[src/hdl/sawq_pkg.sv]
// shared types, sizes and status codes for the slot allocator with wait queue
// no dependencies
`default_nettype none

package sawq_pkg;

    // sizing
    localparam int SLOT_COUNT = 8;
    localparam int FIFO_DEPTH = 16;
    localparam int KEY_WIDTH  = 32;

    localparam int SLOT_IDX_W = (SLOT_COUNT > 1) ? $clog2(SLOT_COUNT) : 1;
    localparam int FIFO_PTR_W = $clog2(FIFO_DEPTH);
    localparam int FILL_W     = $clog2(FIFO_DEPTH + 1);

    // fixed field widths of the request and response words
    localparam int CMD_W       = 1;
    localparam int KEY_FIELD_W = 32;
    localparam int STATUS_W    = 3;
    localparam int SLOT_FIELD_W = 3;
    localparam int WAIT_CNT_W  = 5;

    typedef enum logic [CMD_W-1:0] {
        CMD_ALLOC   = 1'b0,
        CMD_RELEASE = 1'b1
    } cmd_t;

    typedef enum logic [STATUS_W-1:0] {
        STATUS_PLACED    = 3'd0,
        STATUS_QUEUED    = 3'd1,
        STATUS_REFUSED   = 3'd2,
        STATUS_RELEASED  = 3'd3,
        STATUS_REFILLED  = 3'd4,
        STATUS_NOT_FOUND = 3'd5
    } status_t;

    typedef logic [KEY_WIDTH-1:0]  key_t;
    typedef logic [SLOT_IDX_W-1:0] slot_idx_t;
    typedef logic [FILL_W-1:0]     fill_t;

    // slot table update
    typedef struct packed {
        logic      set_en;   // mark busy and write key
        logic      clr_en;   // mark free
        slot_idx_t idx;
    } slot_upd_t;

    // slot table search results
    typedef struct packed {
        logic      free_found;
        slot_idx_t free_idx;
        logic      match_found;
        slot_idx_t match_idx;
    } slot_stat_t;

    // wait fifo control
    typedef struct packed {
        logic rd_en;
        logic push;
        logic pop;
    } fifo_ctrl_t;

    typedef struct packed {
        fill_t fill;
        logic  full;
        logic  empty;
    } fifo_stat_t;

endpackage

`default_nettype wire

[src/hdl/sawq_req_if.sv]
// request channel: command and key, valid/ready handshake
// depends on sawq_pkg
`default_nettype none

interface sawq_req_if;
    logic                             valid;
    logic                             ready;
    logic [sawq_pkg::CMD_W-1:0]       cmd;
    logic [sawq_pkg::KEY_FIELD_W-1:0] vehicle_key;

    modport source (output valid, output cmd, output vehicle_key, input ready);
    modport sink   (input valid, input cmd, input vehicle_key, output ready);
endinterface

`default_nettype wire

[src/hdl/sawq_rsp_if.sv]
// response channel: status, slot, moved key and waiting count
// depends on sawq_pkg
`default_nettype none

interface sawq_rsp_if;
    logic                              valid;
    logic                              ready;
    logic [sawq_pkg::STATUS_W-1:0]     status;
    logic [sawq_pkg::SLOT_FIELD_W-1:0] slot_index;
    logic [sawq_pkg::KEY_FIELD_W-1:0]  moved_key;
    logic [sawq_pkg::WAIT_CNT_W-1:0]   waiting_count;

    modport source (output valid, output status, output slot_index, output moved_key,
                    output waiting_count, input ready);
    modport sink   (input valid, input status, input slot_index, input moved_key,
                    input waiting_count, output ready);
endinterface

`default_nettype wire

[src/hdl/sawq_wait_fifo.sv]
// circular wait queue: key memory with registered read, head/tail/fill
// depends on sawq_pkg
`default_nettype none

module sawq_wait_fifo (
    input  wire logic                 clk,
    input  wire logic                 rst_n,
    input  wire sawq_pkg::fifo_ctrl_t ctrl,
    input  wire sawq_pkg::key_t       push_key,
    output sawq_pkg::key_t            head_key,
    output sawq_pkg::fifo_stat_t      stat
);
    import sawq_pkg::*;

    localparam logic [FIFO_PTR_W-1:0] PTR_LAST = FIFO_PTR_W'(FIFO_DEPTH - 1);
    localparam fill_t                 FILL_MAX = FILL_W'(FIFO_DEPTH);

    key_t mem [FIFO_DEPTH];

    logic [FIFO_PTR_W-1:0] head_reg, head_next;
    logic [FIFO_PTR_W-1:0] tail_reg, tail_next;
    fill_t                 fill_reg, fill_next;
    key_t                  rdata_reg;

    always_comb
    begin
        head_next = head_reg;
        tail_next = tail_reg;
        fill_next = fill_reg;
        if (ctrl.push)
        begin
            tail_next = (tail_reg == PTR_LAST) ? '0 : tail_reg + 1'b1;
        end
        if (ctrl.pop)
        begin
            head_next = (head_reg == PTR_LAST) ? '0 : head_reg + 1'b1;
        end
        if (ctrl.push && !ctrl.pop)
        begin
            fill_next = fill_reg + 1'b1;
        end
        else if (ctrl.pop && !ctrl.push)
        begin
            fill_next = fill_reg - 1'b1;
        end
    end

    always_ff @(posedge clk or negedge rst_n)
    begin
        if (!rst_n)
        begin
            head_reg <= '0;
            tail_reg <= '0;
            fill_reg <= '0;
        end
        else
        begin
            head_reg <= head_next;
            tail_reg <= tail_next;
            fill_reg <= fill_next;
        end
    end

    // single write port at tail, single read port at head
    always_ff @(posedge clk)
    begin
        if (ctrl.push)
        begin
            mem[tail_reg] <= push_key;
        end
        if (ctrl.rd_en)
        begin
            rdata_reg <= mem[head_reg];
        end
    end

    assign head_key   = rdata_reg;
    assign stat.fill  = fill_reg;
    assign stat.full  = (fill_reg == FILL_MAX);
    assign stat.empty = (fill_reg == '0);

endmodule

`default_nettype wire

[src/hdl/sawq_slot_table.sv]
// slot keys with busy bits, lowest-free and lowest-match search
// depends on sawq_pkg
`default_nettype none

module sawq_slot_table (
    input  wire logic                clk,
    input  wire logic                rst_n,
    input  wire sawq_pkg::key_t      find_key,
    input  wire sawq_pkg::slot_upd_t upd,
    input  wire sawq_pkg::key_t      upd_key,
    output sawq_pkg::slot_stat_t     stat
);
    import sawq_pkg::*;

    key_t                  key_reg [SLOT_COUNT];
    logic [SLOT_COUNT-1:0] busy_reg;
    logic [SLOT_COUNT-1:0] busy_next;
    logic [SLOT_COUNT-1:0] hit;

    always_comb
    begin
        for (int i = 0; i < SLOT_COUNT; i++)
        begin
            hit[i] = busy_reg[i] && (key_reg[i] == find_key);
        end
    end

    // priority pick, highest index scanned first so the lowest wins
    always_comb
    begin
        stat = '0;
        for (int i = SLOT_COUNT - 1; i >= 0; i--)
        begin
            if (!busy_reg[i])
            begin
                stat.free_found = 1'b1;
                stat.free_idx   = SLOT_IDX_W'(i);
            end
            if (hit[i])
            begin
                stat.match_found = 1'b1;
                stat.match_idx   = SLOT_IDX_W'(i);
            end
        end
    end

    always_comb
    begin
        busy_next = busy_reg;
        if (upd.set_en)
        begin
            busy_next[upd.idx] = 1'b1;
        end
        else if (upd.clr_en)
        begin
            busy_next[upd.idx] = 1'b0;
        end
    end

    always_ff @(posedge clk or negedge rst_n)
    begin
        if (!rst_n)
        begin
            busy_reg <= '0;
        end
        else
        begin
            busy_reg <= busy_next;
        end
    end

    always_ff @(posedge clk)
    begin
        if (upd.set_en)
        begin
            key_reg[upd.idx] <= upd_key;
        end
    end

endmodule

`default_nettype wire

[src/hdl/slot_allocator_with_wait_queue_core.sv]
// top level of the slot allocator with wait queue
// depends on sawq_pkg, sawq_req_if, sawq_rsp_if, sawq_slot_table, sawq_wait_fifo
`default_nettype none

// Allocates keys into a small table of slots. An allocate request takes the
// lowest free slot, or waits in a circular queue when all slots are busy, or
// is refused when that queue is full. A release request frees the lowest busy
// slot holding the key; if keys are waiting, the oldest one moves straight
// into the freed slot. Keys that are only waiting are never matched on
// release. A request is accepted in the idle state, which starts the
// registered read of the queue head from the key memory; the exec state
// then searches the slot table, decides, and writes back the table and the
// queue. One response word comes out per request through an output register,
// so a new request is taken while the previous response still waits; a
// request stays in the exec state only while that register is still full.
// No clearing pass is needed after reset.

module slot_allocator_with_wait_queue_core (
    input  wire logic clk,
    input  wire logic rst_n,
    sawq_req_if.sink  req,
    sawq_rsp_if.source rsp
);
    import sawq_pkg::*;

    typedef enum logic {
        ST_IDLE,
        ST_EXEC
    } state_t;

    state_t state_reg;

    // captured request
    cmd_t cmd_reg;
    key_t key_reg;

    // response register
    logic                    rsp_valid_reg;
    status_t                 status_reg;
    logic [SLOT_FIELD_W-1:0] slot_reg;
    logic [KEY_FIELD_W-1:0]  moved_reg;
    logic [WAIT_CNT_W-1:0]   count_reg;

    logic       accept;
    logic       commit;
    slot_stat_t slot_stat;
    slot_upd_t  slot_upd;
    key_t       slot_wkey;
    fifo_ctrl_t fifo_ctrl;
    fifo_stat_t fifo_stat;
    key_t       head_key;
    fill_t      fill_after;

    // result of the decision
    status_t   status_next;
    slot_idx_t slot_next;
    key_t      moved_next;

    assign accept = req.valid && req.ready;
    assign req.ready = (state_reg == ST_IDLE);
    // decide only when the response register can take the word
    assign commit = (state_reg == ST_EXEC) && (!rsp_valid_reg || rsp.ready);

    sawq_slot_table u_slots (
        .clk      (clk),
        .rst_n    (rst_n),
        .find_key (key_reg),
        .upd      (slot_upd),
        .upd_key  (slot_wkey),
        .stat     (slot_stat)
    );

    sawq_wait_fifo u_fifo (
        .clk      (clk),
        .rst_n    (rst_n),
        .ctrl     (fifo_ctrl),
        .push_key (key_reg),
        .head_key (head_key),
        .stat     (fifo_stat)
    );

    always_comb
    begin
        slot_upd        = '0;
        slot_wkey       = key_reg;
        fifo_ctrl       = '0;
        fifo_ctrl.rd_en = accept;   // head read lands for the decide cycle
        status_next     = STATUS_NOT_FOUND;
        slot_next       = '0;
        moved_next      = '0;

        case (cmd_reg)
            CMD_ALLOC:
            begin
                if (slot_stat.free_found)
                begin
                    slot_upd.set_en = commit;
                    slot_upd.idx    = slot_stat.free_idx;
                    status_next     = STATUS_PLACED;
                    slot_next       = slot_stat.free_idx;
                end
                else if (fifo_stat.full)
                begin
                    status_next = STATUS_REFUSED;
                end
                else
                begin
                    fifo_ctrl.push = commit;
                    status_next    = STATUS_QUEUED;
                end
            end
            CMD_RELEASE:
            begin
                if (slot_stat.match_found)
                begin
                    slot_upd.idx = slot_stat.match_idx;
                    slot_next    = slot_stat.match_idx;
                    if (!fifo_stat.empty)
                    begin
                        // oldest waiting key takes over the slot
                        slot_upd.set_en = commit;
                        slot_wkey       = head_key;
                        fifo_ctrl.pop   = commit;
                        status_next     = STATUS_REFILLED;
                        moved_next      = head_key;
                    end
                    else
                    begin
                        slot_upd.clr_en = commit;
                        status_next     = STATUS_RELEASED;
                    end
                end
            end
            default:
            begin
                status_next = STATUS_NOT_FOUND;
            end
        endcase
    end

    // queue occupancy as it stands after this request
    always_comb
    begin
        fill_after = fifo_stat.fill;
        if (fifo_ctrl.push)
        begin
            fill_after = fifo_stat.fill + 1'b1;
        end
        else if (fifo_ctrl.pop)
        begin
            fill_after = fifo_stat.fill - 1'b1;
        end
    end

    // state and response register
    always_ff @(posedge clk or negedge rst_n)
    begin
        if (!rst_n)
        begin
            state_reg     <= ST_IDLE;
            rsp_valid_reg <= 1'b0;
            status_reg    <= STATUS_PLACED;
            slot_reg      <= '0;
            moved_reg     <= '0;
            count_reg     <= '0;
        end
        else
        begin
            case (state_reg)
                ST_IDLE:
                begin
                    if (accept)
                    begin
                        state_reg <= ST_EXEC;
                    end
                end
                ST_EXEC:
                begin
                    if (commit)
                    begin
                        state_reg <= ST_IDLE;
                    end
                end
                default:
                begin
                    state_reg <= ST_IDLE;
                end
            endcase

            if (commit)
            begin
                rsp_valid_reg <= 1'b1;
            end
            else if (rsp.ready)
            begin
                rsp_valid_reg <= 1'b0;
            end

            if (commit)
            begin
                status_reg <= status_next;
                slot_reg   <= SLOT_FIELD_W'(slot_next);
                moved_reg  <= KEY_FIELD_W'(moved_next);
                count_reg  <= WAIT_CNT_W'(fill_after);
            end
        end
    end

    // request capture
    always_ff @(posedge clk)
    begin
        if (accept)
        begin
            cmd_reg <= cmd_t'(req.cmd);
            key_reg <= KEY_WIDTH'(req.vehicle_key);
        end
    end

    assign rsp.valid         = rsp_valid_reg;
    assign rsp.status        = status_reg;
    assign rsp.slot_index    = slot_reg;
    assign rsp.moved_key     = moved_reg;
    assign rsp.waiting_count = count_reg;

endmodule

`default_nettype wire
[src/flat_wrapper.sv]
// flat-port wrapper written by rule: the top's interface ports become plain ports
module slot_allocator_with_wait_queue_core_flat import sawq_pkg::*;
  (clk, rst_n, req_valid, req_cmd, req_vehicle_key, req_ready, rsp_valid, rsp_status, rsp_slot_index, rsp_moved_key, rsp_waiting_count, rsp_ready);
  sawq_req_if req_i ();
  sawq_rsp_if rsp_i ();
  input  wire logic clk;
  input  wire logic rst_n;
  input wire logic [$bits(req_i.valid)-1:0] req_valid;
  input wire logic [$bits(req_i.cmd)-1:0] req_cmd;
  input wire logic [$bits(req_i.vehicle_key)-1:0] req_vehicle_key;
  output wire logic [$bits(req_i.ready)-1:0] req_ready;
  output wire logic [$bits(rsp_i.valid)-1:0] rsp_valid;
  output wire logic [$bits(rsp_i.status)-1:0] rsp_status;
  output wire logic [$bits(rsp_i.slot_index)-1:0] rsp_slot_index;
  output wire logic [$bits(rsp_i.moved_key)-1:0] rsp_moved_key;
  output wire logic [$bits(rsp_i.waiting_count)-1:0] rsp_waiting_count;
  input wire logic [$bits(rsp_i.ready)-1:0] rsp_ready;
  assign req_i.valid = req_valid;
  assign req_i.cmd = req_cmd;
  assign req_i.vehicle_key = req_vehicle_key;
  assign req_ready = req_i.ready;
  assign rsp_valid = rsp_i.valid;
  assign rsp_status = rsp_i.status;
  assign rsp_slot_index = rsp_i.slot_index;
  assign rsp_moved_key = rsp_i.moved_key;
  assign rsp_waiting_count = rsp_i.waiting_count;
  assign rsp_i.ready = rsp_ready;
  slot_allocator_with_wait_queue_core u_core (.clk(clk), .rst_n(rst_n), .req(req_i), .rsp(rsp_i));
endmodule
[config.mk]
export PLATFORM = sky130hd
export DESIGN_NAME = slot_allocator_with_wait_queue_core_flat
export DESIGN_NICKNAME = d
export VERILOG_FILES = /design/src/hdl/sawq_pkg.sv /design/src/hdl/sawq_req_if.sv /design/src/hdl/sawq_rsp_if.sv /design/src/hdl/sawq_wait_fifo.sv /design/src/hdl/sawq_slot_table.sv /design/src/hdl/slot_allocator_with_wait_queue_core.sv /design/src/flat_wrapper.sv
export SDC_FILE = /design/constraint.sdc
export NUM_CORES = 1
export LEC_CHECK = 0
export BUFFER_PORTS_ARGS = -buffer_cell sky130_fd_sc_hd__clkbuf_2
export CORE_UTILIZATION = 53
export DETAILED_ROUTE_END_ITERATION = 10
export PLACE_DENSITY = 0.72
export SLEW_MARGIN = 20
export SYNTH_ARGS = -nofsm -noshare
export SYNTH_HDL_FRONTEND = slang
export SYNTH_SLANG_ARGS = --single-unit
[constraint.sdc]
create_clock -name clk -period 5.29 [get_ports clk]
set_input_delay 0.529 -clock clk [delete_from_list [all_inputs] [get_ports clk]]
set_output_delay 0.529 -clock clk [all_outputs]
set_load 0.01 [all_outputs]
## Word level (Yosys, flattened, before mapping)

Memories as Yosys holds them, arrays and structs flattened. A register that Yosys moved wholly into a read port is not among the register bits.
Index checks and enable logic that the tools add are counted.

- Register bits after elaboration: 99
- Memory bits (writable): 768
- Bits of input ports: 37
- Output and inout bits: 45
- Word-level logic and storage cells: 118
- Memories: 2

Memories:

| name | words | bits a word | read ports | clocked after Yosys merged registers in | wr ports | line | source |
|---|---|---|---|---|---|---|---|
| u_core.u_fifo.mem | 16 | 32 | 1 | 1 | 1 | sawq_wait_fifo.sv:18 | `key_t mem [FIFO_DEPTH];` |
| u_core.u_slots.key_reg | 8 | 32 | 8 | 0 | 1 | sawq_slot_table.sv:15 | `key_t key_reg [SLOT_COUNT];` |

- Add/subtract/negate cells: 4
- Magnitude comparators: 2
- Eq/ne operators: 11
- Mux-type cells: 61
- Bitwise operators: 5
- Reduce and logical (&&, ||, !) cells: 21

Operator list:

| operator | number |
|---|---|
| $eq 32x32->1 | 8 |
| $mux 32 | 6 |
| $mux 4 | 18 |
| $mux 5 | 5 |
| $mux 1 | 18 |
| $pmux 3 s2 | 3 |
| $mux 8 | 2 |
| $mux 3 | 5 |
| $logic_and 1x1->1 | 13 |
| $add 4x1->4 const B | 2 |
| $and 8x8->8 | 1 |
| $eq 4x4->1 const B | 2 |
| $not 8->8 | 1 |
| $or 8x8->8 | 1 |
| $reduce_bool 2->1 | 3 |
| $add 5x1->5 const B | 1 |
| $eq 5x5->1 const B | 1 |
| $logic_not 5->1 | 1 |
| $sub 5x1->5 const B | 1 |
| $lt 3x4->1 const B | 1 |
| $pmux 1 s2 | 2 |
| $demux 1 s3 | 1 |
| $ge 3x1->1 const B | 1 |
| $logic_not 1->1 | 3 |
| 3 further kinds | 4 |

## Longest topological paths before layout

Gate-level depths: netlist of the first run.
An unclocked memory read counts as a cell.

- Depth in word-level cells: 21
- Mapped depth: 13
- Depth with buffers taken out: 11

## Hierarchy

From an unflattened synthesis of the first run, not the netlist that was laid out.

- Cell total of the unflattened synthesis: 1960
- Area total of the unflattened synthesis: 35515.3 um^2

Modules (own cells, without submodules):

| module | instances | cells an instance | area each (um^2) | seq. area each (um^2) |
|---|---|---|---|---|
| sawq_wait_fifo | 1 | 923 | 20981.4 | 16661.0 |
| sawq_slot_table | 1 | 705 | 11240.8 | 7887.6 |
| slot_allocator_with_wait_queue_core | 1 | 332 | 3293.2 | 2117.0 |

## Least setup slack after synthesis of the first run

OpenSTA, ideal clock, no wires.

- Path kind: register to register
- Start point: reg u_core.key_reg[8]
- End point: mem u_core.u_slots.key_reg[6][0] (netlist bit), enable pin
- Setup time: 0.463 ns
- Arrival: 4.748 ns
- Required time: 4.827 ns
- Slack: 0.078 ns
- Cell stages (with the launch flop): 11
- Path buffers: 2
- Period minus slack after synthesis: 5.212 ns
- Path through: edfxtp_1 -> clkbuf_1 -> xor2_1 -> nor4_1 -> nand4_1 -> or3_1 -> a211oi_1 -> o2111ai_1 -> and2_1 -> clkbuf_1 -> nor3_1

- Longest elaborated chain between the ends: 14
- Elaborated cells between the ends (all ways): 29
- Those cells by class: eq/ne: 8; mux: 13; reduce/logical: 8

RTL lines:

| item | line | source |
|---|---|---|
| start, declared | slot_allocator_with_wait_queue_core.sv:35 | `key_t key_reg;` |
| start signal, assigned | slot_allocator_with_wait_queue_core.sv:215 | `key_reg <= KEY_WIDTH'(req.vehicle_key);` |
| $eq 32x32->1 | sawq_slot_table.sv:24 | `hit[i] = busy_reg[i] && (key_reg[i] == find_key);` |
| $logic_and 1x1->1 | sawq_slot_table.sv:24 |  |
| $mux 4 (7 in series) | sawq_slot_table.sv:39 | `if (hit[i])` |
| $mux 4 (*) | sawq_slot_table.sv:39 |  |
| $mux 5 (*) | slot_allocator_with_wait_queue_core.sv:114 | `if (slot_stat.match_found)` |
| $pmux 1 s2 | slot_allocator_with_wait_queue_core.sv:92 | `case (cmd_reg)` |
| $mux 1 | sawq_slot_table.sv:74 | `if (upd.set_en)` |
| $mux 1 (implied by the code) | sawq_slot_table.sv:76 | `key_reg[upd.idx] <= upd_key;` |
| end, declared | sawq_slot_table.sv:15 |  |

Mark *: on every way between the ends. The rest lies on a longest branch, timed or not.

## Worst setup path in the final report of the first run

- Start point: reg u_core.key_reg[13]
- End point: reg u_core.moved_reg[1] (netlist: u_core.rsp.moved_key[1])

- Longest elaborated chain between the ends: 12
- Elaborated cells between the ends (all ways): 26
- Those cells by class: eq/ne: 8; mux: 10; reduce/logical: 8

RTL lines:

| item | line | source |
|---|---|---|
| $eq 32x32->1 | sawq_slot_table.sv:24 |  |
| $logic_and 1x1->1 | sawq_slot_table.sv:24 |  |
| $mux 4 (7 in series) | sawq_slot_table.sv:39 |  |
| $mux 4 (*) | sawq_slot_table.sv:39 |  |
| $mux 32 (*) | slot_allocator_with_wait_queue_core.sv:114 |  |
| $mux 32 (*) | slot_allocator_with_wait_queue_core.sv:92 |  |
| end signal, assigned | slot_allocator_with_wait_queue_core.sv:203 | `moved_reg <= KEY_FIELD_W'(moved_next);` |
| end, declared | slot_allocator_with_wait_queue_core.sv:41 | `logic [KEY_FIELD_W-1:0] moved_reg;` |

Marks and branches as above.
A chain may end at the register's enable or synchronous reset.

==> results of run 1 <==
## logic make-up (layout without fill, tap and decap cells)
family	after synthesis	after routing	share of synthesized area [%]
simple gates	301	301	4.734
xor+xnor	261	261	6.366
flops	899	899	74.02
buf+inv	110	357	1.532
mux	196	196	11.13
fa+ha+maj	8	8	0.2779
compound gates	97	97	1.938
## synthesized netlist by cell type (3+ instances only)
master and n:
nand3_1 30, buf_6 12, a31oi_1 3, mux2_2 33
nand4_1 41, a22o_1 33, o21ai_0 21, nor2_1 25
nor4b_1 5, nand2b_1 15, nand2_1 51, nand4b_1 6
nor4_1 60, or4_4 3, mux4_2 160, a21oi_1 12
and2_1 6, clkbuf_1 38, buf_4 6, dfrtp_1 66
nor3b_1 3, or3_1 3, xor2_1 168, o21ai_1 3
buf_1 13, ha_1 8, buf_2 21, a21o_1 5
inv_1 19, and3_1 4, nor2b_1 4, xnor2_1 92
nor3_1 31, or4_1 3, edfxtp_1 833, o21bai_1 4
## layer usage
metal	share of wire [%]	GRT usage, %	up-vias
li1	-	-	7820
met1	39	40.18	10060
met2	48	45.06	1060
met3	9.7	4.910	158
met4	2.8	8.998	0
met5	0	0	-
## metrics by stage
| stage | cells | instance area [um^2] | hold slack, ns |
|---|---|---|---|
| 2_1_floorplan | 1872 | 36020 | 0.2334 |
| 3_3_place_gp | 2828 | 37920 | 0.4701 |
| 3_5_place_dp | 2828 | 37920 | 0.4699 |
| 4_1_cts | 2991 | 40970 | 0.02530 |
| 5_1_grt | 2992 | 40980 | 0.03627 |
| 6_report | 2992 | 40980 | 0.02819 |
## worst reg2reg max path: cells and delay by family (launching register included)
kind                      cells  cell delay, ns
and+or+nand+nor               4            1.34
xor gates and xnor gates      1            0.16
AOI/OAI and AO/OA             2            1.03
buffers and inverters         2            0.85
DFF                           1            1.00
## cell type report
class | count | area (um^2)
sequential | 899 | 26680
fill | 4631 | 26180
multi-input combinational | 863 | 8951
clock buffer | 120 | 2486
timing repair buffer | 174 | 1139
tap | 873 | 1092
clock inverter | 43 | 561.8
inverter | 20 | 75.07
## path summary, 6_finish.rpt
path / startpoint / endpoint / slack [ns]
max: u_core.key_reg[13] / u_core.rsp.moved_key[1] / 0.84
min: rst_n / asynchronous set/reset pin / 0.03
max reg2reg: u_core.key_reg[13] / u_core.rsp.moved_key[1] / 0.84
min reg2reg: u_core.rsp.status[0] / u_core.rsp.status[0] / 0.48
max in group asynchronous: rst_n / u_core.u_fifo.head_reg[1] / 4.52
min in group clk: req_vehicle_key[15] / u_core.key_reg[15] / 0.05
## where the power goes
part | leakage [nW] | switching, mW | internal [mW] | total [mW]
Combinational | 3.53 | 0.606 | 0.254 | 0.861
Sequential | 8.39 | 0.219 | 7.99 | 8.21
Clock | 1.50 | 2.66 | 3.89 | 6.55
==> flow_metrics.py, run 1 <==
metrics = {
    "synthesis": {
        "ys_types": 61,
        "synth_nets": 1917,
        "synth_area_um2": 36020,
        "syn_avg_cell_area_um2": 19.24,
        "async_flop_share_pct": 7.341,
        "synth_edf_count": 833,
        "yosys_register_bits": 899,
        "yosysWarnings": 0,
        "syn_inst": 1872,
        "synth-main-ff-cell": "edfxtp_1",
        "synth.yosys.seq_area_share_pct": 74.02,
        "synthTopCellsByArea": "edfxtp_1 (69%), mux4_2 (10%), dfrtp_1 (4.6%)",
        "yosys.area.top_type": "edfxtp_1",
        "synth.top_cell.area_share_pct": 69.44,
    },
    "grt": {
        "grt_max_degree": 73,
        "grt_usage_pct": 28.29,
        "grt_pass1_wl_um": 137400,
        "grt_pass1_vias": 19250,
        "gr-total-overflow": 0,
        "antenna_found_initial": 4,
    },
    "timing": {
        "period_needed_ns": 4.454,
        "worst_slack_ns": 0.8359,
        "fin_crit_sh_pct": 84.20,
        "max_slew.worst_pin.slew_ns": 1.046,
        "fmax_mhz": 224.5,
        "slew_viol_final": 0,
        "setup_tns_ns": 0,
        "skew_ns": 0.03879,
        "slew_headroom_pct": 30.24,
        "rsz0062_at_grt": "no",
        "setup_viol": 0,
        "finalHoldViolCount": 0,
    },
    "setup_path": {
        "required_ns": 5.86,
        "path_cells": "buf_4, xnor2_1, nand4_1, nor4_1, nand4_1, and4_4, a211oi_4, buf_4, a22o_1",
        "arrival_ns": 5.03,
        "cp_slowest_stage_delay_ns": 1.00,
        "crit_family": "simple AND/OR/NAND/NOR gates",
        "worstSetupStartpointType": "flip-flop",
        "end_kind": "flip-flop",
        "critPathBufInv": 2,
        "reg2reg_depth": 9,
        "crit_type": "flip-flop to flip-flop",
        "path_depth": 9,
        "crit_slowest_cell": "edfxtp_1",
        "path_max_fanout": 22,
    },
    "placement": {
        "port_buffers": 81,
        "dp_hpwl_um": 59240,
        "place_congestion": 0.9680,
        "dp_slack_ns": 1.023,
    },
    "routing": {
        "drt_iter0_drc": 2653,
        "route.detailed.drc": 0,
        "viasPerCell": 6.382,
        "ant_nets": 0,
        "vias": 19100,
        "dr.pass1.iters": 5,
        "wl_um": 96030,
        "wl_per_cell_um": 32.10,
    },
    "power": {
        "ir_drop_uv": 286.7,
        "leakage_nw": 13.42,
        "power.density_nw_per_um2": 381.3,
        "power_mw": 15.63,
    },
    "layout": {
        "layout_commonest_cell": "edfxtp_1",
        "drive_above_1_share_pct": 25.72,
        "largest_reg_flops": 512,
        "fin_nets": 2091,
        "final_cell_mix": "edfxtp_1 (833), xor2_1 (168), mux4_2 (160)",
        "fin_util_pct": 61.02,
        "antenna_cells": 0,
        "syn_to_final_growth_pct": 13.76,
    },
    "clock_tree": {
        "cts_num_sinks": 899,
        "cts_buffers": 88,
        "insertion_delay_ns": 0.66,
        "cts_buffer_depth": 3,
        "clockRootBuffer": "clkbuf_16",
        "cts_hold_repair.buffers": 0,
        "cts_max_level": 3,
        "cts_tree": "done",
        "postCtsSetupBuffers": 0,
        "post_cts_resized": 0,
        "clk_pin_slew_ns": 0.06,
    },
    "floorplan": {
        "initial_core_util_pct": 53.64,
        "die_h_um": 262.7,
        "num_io_pins": 82,
        "die_w_um": 262.7,
        "fp.coreArea_um2": 67160,
        "row_count": 95,
        "die_area_um2": 69020,
    },
    "job": {
        "maxCapViolations": 0,
    },
    "hold_path": {
        "hold_class": "input pin to asynchronous set/reset pin",
    },
    "status": {
        "status": "complete, no violations",
    },
}
(Power assumes the default switching activity.)
==> run 2: changes to the inputs <==
==> constraint.sdc (replaced) <==
create_clock -name clk -period 3.7 [get_ports clk]
set_input_delay 0.37 -clock clk [delete_from_list [all_inputs] [get_ports clk]]
set_output_delay 0.37 -clock clk [all_outputs]
set_load 0.01 [all_outputs]
==> run 2 against run 1 <==
Compared with the run above:
- maximum frequency grew 24%
- sequential share of layout area decreased by 2.4 points
- routed wire length decreased by 1.1%
- first-iteration DRC count is 19% lower
- die area stayed put
- register-to-register slack worse by 0.72 ns
- clock-buffer cell count increased by 10
- sequential cell count is the same
- global-route usage shrank 0.48 points
- non-clock buffer count is 105 higher
==> flow_metrics.py, run 2 (synthesis results as in run 1) <==
metrics = {
    "floorplan": {
        "die_w_um": 262.7,
        "die_h_um": 262.7,
        "fp.coreArea_um2": 67160,
        "initial_core_util_pct": 53.64,
        "num_io_pins": 82,
        "die_area_um2": 69020,
        "row_count": 95,
    },
    "placement": {
        "place_area_um2": 38980,
        "dp_hpwl_um": 59100,
        "dp_slack_ns": -0.1170,
        "place_inst": 2886,
        "place_congestion": 0.9516,
        "port_buffers": 81,
    },
    "setup_path": {
        "path_max_fanout": 5,
        "arrival_ns": 4.09,
        "worstSetupStartpointType": "flip-flop",
        "crit_start": "u_core.key_reg[17]",
        "crit_type": "flip-flop to flip-flop",
        "ff2ff_setup_slack_ns": 0.11,
        "regToRegStartpoint": "u_core.key_reg[17]",
        "end_kind": "flip-flop",
        "required_ns": 4.20,
    },
    "layout": {
        "seqCellArea_um2": 26680,
        "syn_to_final_growth_pct": 18.19,
        "fin_util_pct": 63.40,
        "layout_commonest_cell": "edfxtp_1",
        "multi_input_area_um2": 9091,
        "fin_nets": 2199,
        "antenna_cells": 0,
        "design_area_um2": 42580,
        "final_cell_mix": "edfxtp_1 (833), xor2_1 (168), mux4_2 (160)",
        "stdcell_count": 3100,
        "num-fill-cells": 4501,
        "drive_above_1_share_pct": 28.06,
        "largest_reg_flops": 512,
    },
    "power": {
        "power_mw": 22.57,
        "clkPwrFrac_pct": 41.5,
        "combinationalPowerShare_pct": 7.1,
        "p_sw_mw": 5.073,
        "leakage_nw": 14.09,
        "swShare_pct": 22.47,
        "power.density_nw_per_um2": 530.1,
        "p_int_mw": 17.50,
        "ir_drop_uv": 497.7,
        "seqPwrFrac_pct": 51.4,
    },
    "routing": {
        "dr.pass1.iters": 9,
        "viasPerCell": 6.313,
        "wl_per_cell_um": 30.64,
        "vias": 19570,
        "drt_iter0_drc": 2143,
        "wl_um": 94980,
        "ant_nets": 0,
        "route.detailed.drc": 0,
    },
    "clock_tree": {
        "clk_pin_slew_ns": 0.06,
        "cts_buffers": 91,
        "cts_buffer_depth": 3,
        "cts_num_sinks": 899,
        "cts_max_level": 3,
        "insertion_delay_ns": 0.65,
        "cts_tree": "done",
        "clockRootBuffer": "clkbuf_16",
    },
    "timing": {
        "skew_ns": 0.02757,
        "slew_headroom_pct": 28.47,
        "rsz0062_at_grt": "yes",
        "fmax_mhz": 278.7,
        "setup_viol": 0,
        "fin_crit_sh_pct": 96.97,
        "setup_tns_ns": 0,
        "slew_viol_final": 0,
        "max_slew.worst_pin.slew_ns": 1.073,
        "worst_slack_ns": 0.1121,
        "finalHoldViolCount": 0,
        "whs_ns": 0.03650,
        "period_needed_ns": 3.588,
    },
    "job": {
        "maxCapViolations": 0,
    },
    "grt": {
        "gr-total-overflow": 0,
        "grt_usage_pct": 27.81,
        "grt_pass1_wl_um": 136400,
        "grt_max_degree": 67,
        "grt_pass1_vias": 19850,
        "antenna_found_initial": 2,
    },
    "hold_path": {
        "hold_class": "input pin to flip-flop",
        "worstHoldStart": "req_vehicle_key[31]",
    },
    "status": {
        "status": "complete, no violations",
    },
}
## run 2: cell types whose count changed in the layout (fill, tap and decap cells not counted), moves of 2 or more
| cell | before | now |
|---|---|---|
| buf_12 | 2 | 48 |
| dlygate4sd3_1 | 0 | 33 |
| clkinv_2 | 16 | 7 |
| inv_6 | 1 | 4 |
| nor4_1 | 56 | 51 |
| nor3_4 | 1 | 11 |
| buf_4 | 91 | 118 |
| clkbuf_1 | 19 | 27 |
| nor4_2 | 6 | 11 |
| xnor2_2 | 0 | 2 |
| xnor2_1 | 92 | 90 |
| bufinv_16 | 12 | 10 |
| nor3_2 | 11 | 2 |
## run 2: cell type report
cell class / instances / area share (%)
Inverter: 20 / 0.1763
Clock buffer: 130 / 6.001
Sequential cell: 899 / 62.65
Timing Repair Buffer: 279 / 6.053
Clock inverter: 36 / 1.202
Multi-Input combinational cell: 863 / 21.35
Tap cell: 873 / 2.565
## run 2: what timing repair did
item / in CTS / in global routing
setup buffers: 3 / 12
gates cloned: 0 / 0
pin swaps: 1 / 3
endpoints found under the hold margin: 98 / 0
hold buffers: 33 / 0
resized for setup: 1 / 12
endpoints found under the setup margin: 141 / 261
## run 2: metal layers
layer / vias up / global-route usage (%) / share of wire (%)
li1: 8037 / - / -
met1: 10300 / 38.53 / 39
met2: 1036 / 45.30 / 49
met3: 195 / 4.292 / 8.2
met4: 4 / 9.841 / 3.3
met5: - / 0 / 0.029
## run 2: power groups by stage
stage               Combinational (mW)  Sequential (mW)  Clock (mW)
floorplan                        0.746             11.8           0
global placement                  1.50             11.8           0
detailed placement                1.52             11.8           0
CTS                               1.56             11.6        9.47
global route                      1.69             11.6        9.83
finish                            1.61             11.6        9.36
## run 2: final timing paths
| path | end | cells past startpoint |
|---|---|---|
| max in group asynchronous | u_core.u_fifo.head_reg[0] | 2 |
| worst min register to register | u_core.rsp.waiting_count[4] | 2 |
| worst max register to register | u_core.u_fifo.fill_reg[2] | 14 |
| min in group asynchronous | u_core.rsp.waiting_count[4] | 2 |
| worst min-delay path | u_core.key_reg[31] | 1 |
| worst max-delay path | u_core.u_fifo.fill_reg[2] | 14 |
## run 2: critical path: stages (launching register included)
cell and delay [ns]:
edfxtp_1 0.55, buf_4 0.26, buf_4 0.16, xor2_1 0.16
nor3_1 0.29, nand3_1 0.11, or4_4 0.44, and4_4 0.23
and4_4 0.16, or3_4 0.34, ha_1 0.23, buf_4 0.16
mux2i_1 0.14, nor2_1 0.07, xor2_1 0.14
==> run 3: changes to the inputs <==
--- a/config.mk
+++ b/config.mk
@@ -6,7 +6,10 @@
 export NUM_CORES = 1
 export LEC_CHECK = 0
 export BUFFER_PORTS_ARGS = -buffer_cell sky130_fd_sc_hd__clkbuf_2
+export CAP_MARGIN = 20
+export CORE_ASPECT_RATIO = 0.7
 export CORE_UTILIZATION = 53
+export CTS_BUF_LIST = sky130_fd_sc_hd__clkbuf_8
 export DETAILED_ROUTE_END_ITERATION = 10
 export PLACE_DENSITY = 0.72
 export SLEW_MARGIN = 20
==> run 3 against run 2 <==
Compared with the run above:
- final cell count is 4.2% higher
- clock power is 20% lower
- the run now ends with setup timing left
- highest routed layer is now met4
- worst hold slack better by 0.15 ns
- critical path depth is 2 higher
==> flow_metrics.py, run 3 (synthesis results as in run 1) <==
metrics = {
    "status": {
        "status": "finished, violations left",
        "violations": "setup timing",
    },
    "routing": {
        "wl_um": 101700,
        "vias": 20160,
        "drt_iter0_drc": 2915,
        "dr.pass1.iters": 5,
        "route.detailed.drc": 0,
        "viasPerCell": 6.241,
        "wl_per_cell_um": 31.49,
        "ant_nets": 0,
    },
    "power": {
        "combinationalPowerShare_pct": 8.7,
        "p_sw_mw": 5.189,
        "p_int_mw": 15.72,
        "ir_drop_uv": 387.2,
        "clkPwrFrac_pct": 35.7,
        "power.density_nw_per_um2": 489.8,
        "seqPwrFrac_pct": 55.5,
        "leakage_nw": 14.40,
        "swShare_pct": 24.82,
    },
    "grt": {
        "grt_max_degree": 67,
        "gr-total-overflow": 0,
        "grt_pass1_wl_um": 143900,
        "antenna_found_initial": 4,
        "grt_pass1_vias": 19760,
        "grt_usage_pct": 30.29,
    },
    "timing": {
        "worst_slack_ns": -0.008516,
        "fmax_mhz": 269.7,
        "skew_ns": 0.05857,
        "slew_viol_final": 0,
        "setup_tns_ns": -0.008516,
        "slew_headroom_pct": 36.24,
        "period_needed_ns": 3.709,
        "fin_crit_sh_pct": 100.2,
        "finalHoldViolCount": 0,
        "rsz0062_at_grt": "yes",
        "max_slew.worst_pin.slew_ns": 0.9564,
        "setup_viol": 1,
    },
    "floorplan": {
        "initial_core_util_pct": 53.91,
        "die_h_um": 220.1,
        "num_io_pins": 82,
        "die_w_um": 313.6,
        "die_area_um2": 69030,
        "fp.coreArea_um2": 66820,
        "row_count": 79,
    },
    "hold_path": {
        "worstHoldStart": "req_valid",
        "hold_end": "u_core.cmd_reg",
        "hold_class": "input pin to flip-flop",
        "holdPathStages": 2,
    },
    "clock_tree": {
        "clk_pin_slew_ns": 0.06,
        "cts_max_level": 4,
        "clockRootBuffer": "clkbuf_8",
        "cts_num_sinks": 899,
        "cts_buffers": 135,
        "insertion_delay_ns": 0.77,
        "cts_buffer_depth": 3,
        "cts_tree": "done",
    },
    "layout": {
        "design_area_um2": 42690,
        "stdcell_count": 3230,
        "num-fill-cells": 4656,
        "fin_util_pct": 63.88,
        "syn_to_final_growth_pct": 18.49,
        "multi_input_area_um2": 9299,
        "fin_nets": 2280,
        "drive_above_1_share_pct": 30.59,
        "largest_reg_flops": 512,
        "seqCellArea_um2": 26680,
        "layout_commonest_cell": "edfxtp_1",
        "final_cell_mix": "edfxtp_1 (833), xor2_1 (166), mux4_2 (160)",
    },
    "setup_path": {
        "crit_type": "flip-flop to flip-flop",
        "crit_start": "u_core.key_reg[0]",
        "ff2ff_setup_slack_ns": -0.009,
        "arrival_ns": 4.14,
        "regToRegEndpoint": "u_core.u_slots.key_reg[0][16]",
        "worstSetupStartpointType": "flip-flop",
        "regToRegStartpoint": "u_core.key_reg[0]",
        "end_kind": "flip-flop",
        "path_max_fanout": 7,
        "reg2reg_depth": 16,
        "required_ns": 4.13,
    },
    "placement": {
        "place_congestion": 0.9660,
        "dp_hpwl_um": 64280,
        "place_inst": 2929,
        "dp_slack_ns": -0.3248,
        "port_buffers": 81,
        "place_area_um2": 39320,
    },
    "job": {
        "maxCapViolations": 0,
    },
}
-- run 3: worst max-delay path, cell delays in order, from the launching register on --
cell,delay [ns]
edfxtp_1,0.53
buf_12,0.23
buf_4,0.15
xor2_2,0.18
nor4_2,0.21
nand4_1,0.14
buf_6,0.17
nor4_4,0.32
buf_4,0.18
a211oi_1,0.05
o2111ai_1,0.29
nand2_1,0.13
buf_6,0.16
nor3_4,0.22
buf_12,0.15
buf_8,0.13
buf_12,0.14
-- run 3: cell type report --
cell class	count	area share, %
clock inverters	95	1.020
clock buffers	144	4.643
inverters	20	0.1759
multi-input cells	863	21.78
flip-flops and latches	899	62.49
diodes	2	0.01172
well taps	891	2.612
repair buffers	316	7.263
-- run 3: routing by layer --
metal	wire length, um	share of wire, %	track usage, %
met1	42480	42	45.83
met2	44270	44	43.19
met3	12930	13	8.922
met4	2044	2.0	7.805
met5	0	0	0
-- run 3: repair_timing --
item / CTS / global route
endpoints found under the hold margin: 101 / 0
cloned: 1 / 2
endpoints found under the setup margin: 267 / 286
setup buffers: 10 / 13
pin swaps: 5 / 21
hold buffers: 35 / 0
resized for setup: 20 / 31
-- run 3: power groups by stage --
| stage | Clock [mW] | Sequential (mW) | Combinational, mW |
|---|---|---|---|
| after floorplan | 0 | 11.8 | 0.746 |
| after global placement | 0 | 11.8 | 1.61 |
| after detailed placement | 0 | 11.8 | 1.62 |
| after CTS | 7.57 | 11.6 | 1.72 |
| after global routing | 8.00 | 11.6 | 1.90 |
| final | 7.47 | 11.6 | 1.83 |
-- run 3: worst max path at each step --
| stage | end | slack, ns | cells past startpoint |
|---|---|---|---|
| final | u_core.u_slots.key_reg[0][16] | -0.009 | 16 |
| after global placement | u_core.u_slots.key_reg[6][9] | -0.25 | 12 |
| after CTS | u_core.u_slots.key_reg[6][8] | 0.005 | 11 |
| after floorplan | u_core.u_fifo.mem[3][0] | -1.30 | 7 |
| after detailed placement | u_core.u_slots.key_reg[6][24] | -0.32 | 13 |
| after global routing | u_core.u_slots.key_reg[0][16] | -0.11 | 16 |
-- run 3: metrics by stage --
stage | power (mW) | hold slack, ns
4_1_cts | 20.89 | 0.1381
3_5_place_dp | 13.45 | 0.4698
5_1_grt | 21.52 | 0.1439
6_report | 20.91 | 0.1912
2_1_floorplan | 12.55 | 0.07441
3_3_place_gp | 13.42 | 0.4625
